$ cat src/design/hclp_pkg.sv
// Shared types, constants and codes of the hash cache.
package hclp_pkg;

  localparam int TABLE_SLOTS  = 64;
  localparam int SLOT_W       = $clog2(TABLE_SLOTS);
  localparam int PROBE_W      = SLOT_W + 1;
  localparam int ITEM_SLOTS   = 25;
  localparam int ITEM_W       = 5;
  localparam int EVICT_SEARCH = 16;
  localparam int SEARCH_W     = $clog2(EVICT_SEARCH + 1);
  localparam int GUARD_INIT   = (EVICT_SEARCH + 1) * TABLE_SLOTS;
  localparam int GUARD_W      = $clog2(GUARD_INIT + 1);
  localparam int LIMIT_MAX    = (ITEM_SLOTS < TABLE_SLOTS - 1) ? ITEM_SLOTS : TABLE_SLOTS - 1;
  localparam int AGE_W        = 3;

  localparam logic [31:0] CRC_SEED = 32'h9e37_7989;
  localparam logic [31:0] CRC_POLY = 32'h82F6_3B78;
  localparam logic [63:0] GOLD64   = 64'h9e37_79b9_7f4a_7c15;

  localparam logic [1:0] OP_LOOKUP = 2'd0;
  localparam logic [1:0] OP_PUT    = 2'd1;
  localparam logic [1:0] OP_CLEAR  = 2'd2;
  localparam logic [1:0] OP_NONE   = 2'd3;

  localparam logic [1:0] CFG_ITEM_LIMIT  = 2'd0;
  localparam logic [1:0] CFG_INITIAL_AGE = 2'd1;
  localparam logic [1:0] CFG_HASH_SELECT = 2'd2;
  localparam logic [1:0] CFG_MISS_VALUE  = 2'd3;

  localparam logic HASH_CRC  = 1'b0;
  localparam logic HASH_GOLD = 1'b1;

  typedef struct packed {
    logic [1:0]  op;
    logic [63:0] key_low;
    logic [63:0] key_high;
    logic [63:0] value_in;
  } in_req_t;

  typedef struct packed {
    logic        found;
    logic [63:0] res_value;
    logic        evicted;
    logic [4:0]  items_held;
  } out_res_t;

endpackage

$ cat src/design/hclp_hash.sv
// Multi-cycle key hash: CRC32C a byte per cycle, or golden-ratio multiply on one shared multiplier.
module hclp_hash
  import hclp_pkg::*;
(
  input  logic        clk,
  input  logic        rst_n,
  input  logic        start,
  input  logic        sel,
  input  logic [63:0] key_low,
  input  logic [63:0] key_high,
  output logic        done,
  output logic [31:0] hash
);

  localparam int PHASE_W = 5;

  logic               run_r, run_nxt;
  logic               mode_r, mode_nxt;
  logic               done_r, done_nxt;
  logic [PHASE_W-1:0] phase_r, phase_nxt;
  logic [127:0]       data_r, data_nxt;
  logic [63:0]        acc_r, acc_nxt;
  logic [63:0]        prod_r, prod_nxt;
  logic [31:0]        hash_r, hash_nxt;
  logic [31:0]        crc_step;
  logic [31:0]        mul_a, mul_b;
  logic [63:0]        acc_sum;
  logic [63:0]        fold1, fold2;

  function automatic logic [31:0] crc8(input logic [31:0] c_in, input logic [7:0] d);
    logic [31:0] c;
    logic        t;
    c = c_in;
    for (int i = 0; i < 8; i++) begin
      t = c[0] ^ d[i];
      c = c >> 1;
      if (t) c = c ^ CRC_POLY;
    end
    return c;
  endfunction

  assign crc_step = crc8(acc_r[31:0], data_r[7:0]);
  assign mul_a    = (phase_r == PHASE_W'(2)) ? data_r[63:32] : data_r[31:0];
  assign mul_b    = (phase_r == PHASE_W'(3)) ? GOLD64[63:32] : GOLD64[31:0];
  assign acc_sum  = acc_r + {prod_r[31:0], 32'd0};
  assign fold1    = acc_sum ^ (acc_sum >> 32);
  assign fold2    = fold1 ^ (fold1 >> 16);

  always_comb begin
    run_nxt   = run_r;
    mode_nxt  = mode_r;
    done_nxt  = 1'b0;
    phase_nxt = phase_r;
    data_nxt  = data_r;
    acc_nxt   = acc_r;
    prod_nxt  = prod_r;
    hash_nxt  = hash_r;
    if (start) begin
      run_nxt  = 1'b1;
      mode_nxt = sel;
      if (sel == HASH_GOLD) begin
        data_nxt  = {64'd0, key_low ^ (key_high + GOLD64)};
        acc_nxt   = '0;
        phase_nxt = PHASE_W'(4);
      end else begin
        data_nxt  = {key_high, key_low};
        acc_nxt   = {32'd0, CRC_SEED};
        phase_nxt = PHASE_W'(16);
      end
    end else if (run_r) begin
      phase_nxt = phase_r - 1'b1;
      if (mode_r == HASH_CRC) begin
        acc_nxt  = {32'd0, crc_step};
        data_nxt = data_r >> 8;
        if (phase_r == PHASE_W'(1)) begin
          hash_nxt = crc_step;
          done_nxt = 1'b1;
          run_nxt  = 1'b0;
        end
      end else begin
        // low product first, then the two cross terms into the upper word
        prod_nxt = 64'(mul_a) * 64'(mul_b);
        if (phase_r == PHASE_W'(3)) acc_nxt = prod_r;
        else if (phase_r == PHASE_W'(2)) acc_nxt = acc_sum;
        if (phase_r == PHASE_W'(1)) begin
          hash_nxt = fold2[31:0];
          done_nxt = 1'b1;
          run_nxt  = 1'b0;
        end
      end
    end
  end

  always_ff @(posedge clk) begin
    if (!rst_n) begin
      run_r  <= 1'b0;
      done_r <= 1'b0;
    end else begin
      run_r  <= run_nxt;
      done_r <= done_nxt;
    end
  end

  always_ff @(posedge clk) begin
    mode_r  <= mode_nxt;
    phase_r <= phase_nxt;
    data_r  <= data_nxt;
    acc_r   <= acc_nxt;
    prod_r  <= prod_nxt;
    hash_r  <= hash_nxt;
  end

  assign done = done_r;
  assign hash = hash_r;

endmodule

$ cat config.mk
export PLATFORM = sky130hd
export DESIGN_NAME = hclp_hash
export DESIGN_NICKNAME = d
export VERILOG_FILES = /design/src/design/hclp_pkg.sv /design/src/design/hclp_hash.sv
export SDC_FILE = /design/constraint.sdc
export NUM_CORES = 2
export LEC_CHECK = 0
export ABC_CLOCK_PERIOD_IN_PS = 8600
export BUFFER_PORTS_ARGS = -buffer_cell sky130_fd_sc_hd__buf_2
export CORE_ASPECT_RATIO = 0.75
export CORE_MARGIN = 8
export CORE_UTILIZATION = 45
export DETAILED_ROUTE_END_ITERATION = 6
export PLACE_DENSITY = 0.68
export SETUP_SLACK_MARGIN = 0.2
export SLEW_MARGIN = 30
export SYNTH_ARGS = -nofsm -noshare
export SYNTH_HDL_FRONTEND = slang
export SYNTH_SLANG_ARGS = --single-unit
$ cat constraint.sdc
create_clock -name clk -period 8.6 [get_ports clk]
set_clock_uncertainty 0.05 [all_clocks]
set_input_delay 0.43 -clock clk [delete_from_list [all_inputs] [get_ports clk]]
set_output_delay 0.43 -clock clk [all_outputs]
set_load 0.02 [all_outputs]
==> metrics.yaml <==
outcome: "finished, final reports clean"
synth_edf_count: 294
fin_crit_ns: 8.49
path_class: "reg -> reg"
hpwl_um: 124000
fmax_ghz: 0.118
die_y_um: 280
tightest_slew_ns: 1.02
arrival_ns: 8.80
finalSetupViolCount: 0
hold_class: "in -> reg"
place_congestion: 1.01
firstDrtPassIters: 6
synthCells: 4280
initial_utilization_pct: 45.2
crit_top_cell: "fa_1"
antenna_found_initial: 4
ios: 165
cts_buffers: 31
fin_crit_sh_pct: 98.7
syn_to_final_growth_pct: 14.7
critical_path.max_fanout: 11
ys_seq_area_share_pct: 21.1
dieArea_mm2: 0.103
grt_max_degree: 85
vias: 32184
place_ws_ns: -0.182
yosysTopAreaCellShare_pct: 27.6
worstSetupEndpointType: "register"
yosysTopAreaCell: "fa_1"
num_rows: 97
rsz0062_at_grt: "yes"
synth.distinct_cells: 89
cts_tree: "built"
placed_area_mm2: 0.0461
crit_path_start_kind: "register"
antennaDiodeCount: 0
synthTopCellsByArea: "fa_1 (28%), edfxtp_1 (21%), ha_1 (14%), inv_1 (7.5%), xnor2_1 (5.1%)"
viasPerCell: 5.44
async_reset_ff_share_pct: 0
slowest_stage: "fa_1"
cts_root_buffer: "clkbuf_16"
clock-sinks: 296
nets: 5825
drv_cap: 0
syn-cell-area_mm2: 0.0420
synth_area_per_cell_um2: 9.80
worstPathRequired_ns: 8.91
setup_slack_ns: 0.108
port_buffers: 164
grt_usage_pct: 26.9
timing.slew.headroom_pct: 32.0
slowest_delay_ns: 0.59
path_clk_slew_ns: 0.08
wire_per_inst_um: 24.2
fin_hold_ws_ns: 0.0837
insertion_delay_ns: 0.62
hold_violations: 0
postLayoutCellArea_mm2: 0.0481
postRouteAntennaNets: 0
drt-initial-drc-count: 3878
cts_max_path_buffers: 3
final_layout_size_suffix_gt1_share_pct: 15.1
grt_pass1_vias: 31578
core_mm2: 0.0928
grt_pass1_wl_um: 209000
drc: 0
stdcell_count: 5917
post-place-cells: 5819
ys_warn_count: 0
maxSlewViolCount: 0
die_w_um: 369
grt_remaining_overflow: 0
synth_ff_type: "edfxtp_1"
cts.htree.levels: 1
ys_ff_latch: 296
routed_wl_um: 143000
## metal layers
metal,vias to the layer above,global-route usage (%),wire (um)
met2,1684,33.9,53300
met5,-,0,14
met1,15830,42.3,66000
met4,2,4.34,2600
li1,14533,-,-
met3,135,11.3,21500
## layout by cell type (no fill, tap or decap), drive strengths merged, types with 6 or more instances in the layout
cell,Yosys,routed
and2,27,27
nand3,24,24
a21o,92,92
and3,18,18
a31oi,23,23
nor2b,15,15
buf,26,476
o211ai,13,13
edfxtp,294,294
a22o,57,57
nor2,328,328
or2,10,10
o21bai,22,22
clkbuf,140,36
or3,10,10
o21ai,109,109
mux2i,24,24
nand4,21,21
conb,2,33
nand2b,17,17
clkinv,1,11
xnor2,246,246
o31ai,14,14
nand2,289,289
inv,848,851
clkinvlp,0,6
nor3,46,46
o21a,19,19
fa,578,578
a211oi,27,27
or4,7,7
a21oi,253,253
xor2,134,134
a21boi,6,6
mux2,12,12
ha,460,460
## final cells by class
cell class / count / area, um2
Clock buffer: 36 / 795
Clock inverter: 22 / 224
Timing Repair Buffer: 477 / 3430
Sequential cell: 296 / 8870
Tap cell: 1237 / 1550
Inverter: 849 / 3200
Fill cell: 8499 / 44700
Multi-Input combinational cell: 3000 / 30100
## final timing paths
path / startpoint / endpoint / slack [ns] / cells past startpoint
max reg2reg: phase_r[2] / prod_r[52] / 0.11 / 28
min reg2reg: run_r / run_r / 0.49 / 2
max: phase_r[2] / prod_r[52] / 0.11 / 28
min: key_high[46] / data_r[110] / 0.08 / 2
## cells by family (layout without fill, tap and decap cells)
logic type | Yosys count | after routing | synth area share, %
flops | 296 | 296 | 21.1
fa+ha+maj | 1039 | 1039 | 41.3
mux | 36 | 36 | 0.895
other cells | 2 | 33 | 0.0179
buf+inv | 1015 | 1384 | 9.11
xor+xnor | 384 | 384 | 8.26
compound gates | 681 | 681 | 10.7
simple gates | 827 | 827 | 8.56
## state kept, by name (all words and copies together), names as in the netlist
name     flops
data_r     128
acc_r       64
prod_r      64
hash        32
phase_r      5
done         1
mode_r       1
run_r        1
## synthesized netlist by cell type, types with 4 or more instances
library cell and instances:
inv_1 843, fa_1 578, ha_1 460, nor2_1 328
edfxtp_1 294, nand2_1 289, a21oi_1 250, xnor2_1 242
clkbuf_1 140, xor2_1 132, o21ai_0 104, a21o_1 92
a22o_1 57, nor3_1 46, and2_1 27, a211oi_1 25
mux2i_1 24, nand3_1 24, a31oi_1 21, nand4_1 21
buf_1 20, o21bai_1 20, o21a_1 19, and3_1 18
nand2b_1 17, nor2b_1 15, mux2_2 12, o211ai_1 12
o31ai_1 10, or3_1 10, or2_2 9, a211o_1 5
a21boi_0 5, buf_2 5, inv_2 5, nor4_1 5
or4_1 5, o21ai_1 4, xnor2_2 4
## stage by stage
stage                     util, %  setup TNS, ns
after CTS                    51.1              0
after global placement       49.7        -0.0944
final                        51.8              0
after floorplan                 -              0
after detailed placement     49.7          -1.41
after global routing         51.8         -0.401
## critical path: cells and delay by family, from the launching register on
family / cells / cell delay (ns)
AOI/OAI and AO/OA: 9 / 1.94
xor gates and xnor gates: 1 / 0.13
adders and majority gates: 8 / 3.73
DFF: 1 / 0.39
buffers and inverters: 6 / 1.02
and+or+nand+nor: 3 / 0.61
muxes: 1 / 0.35
## what timing repair did
| action | in CTS | in global routing |
|---|---|---|
| gates resized for setup | 49 | 99 |
| setup endpoints to repair | 22 | 28 |
| gates cloned | 1 | 0 |
| buffers inserted | 10 | 28 |
| pin swaps | 10 | 24 |
| hold buffers | 1 | 0 |
| hold endpoints to repair | 1 | 0 |
Power is not shown: default switching activity piles up to over one toggle a cycle in this logic, so the estimate is an artifact.
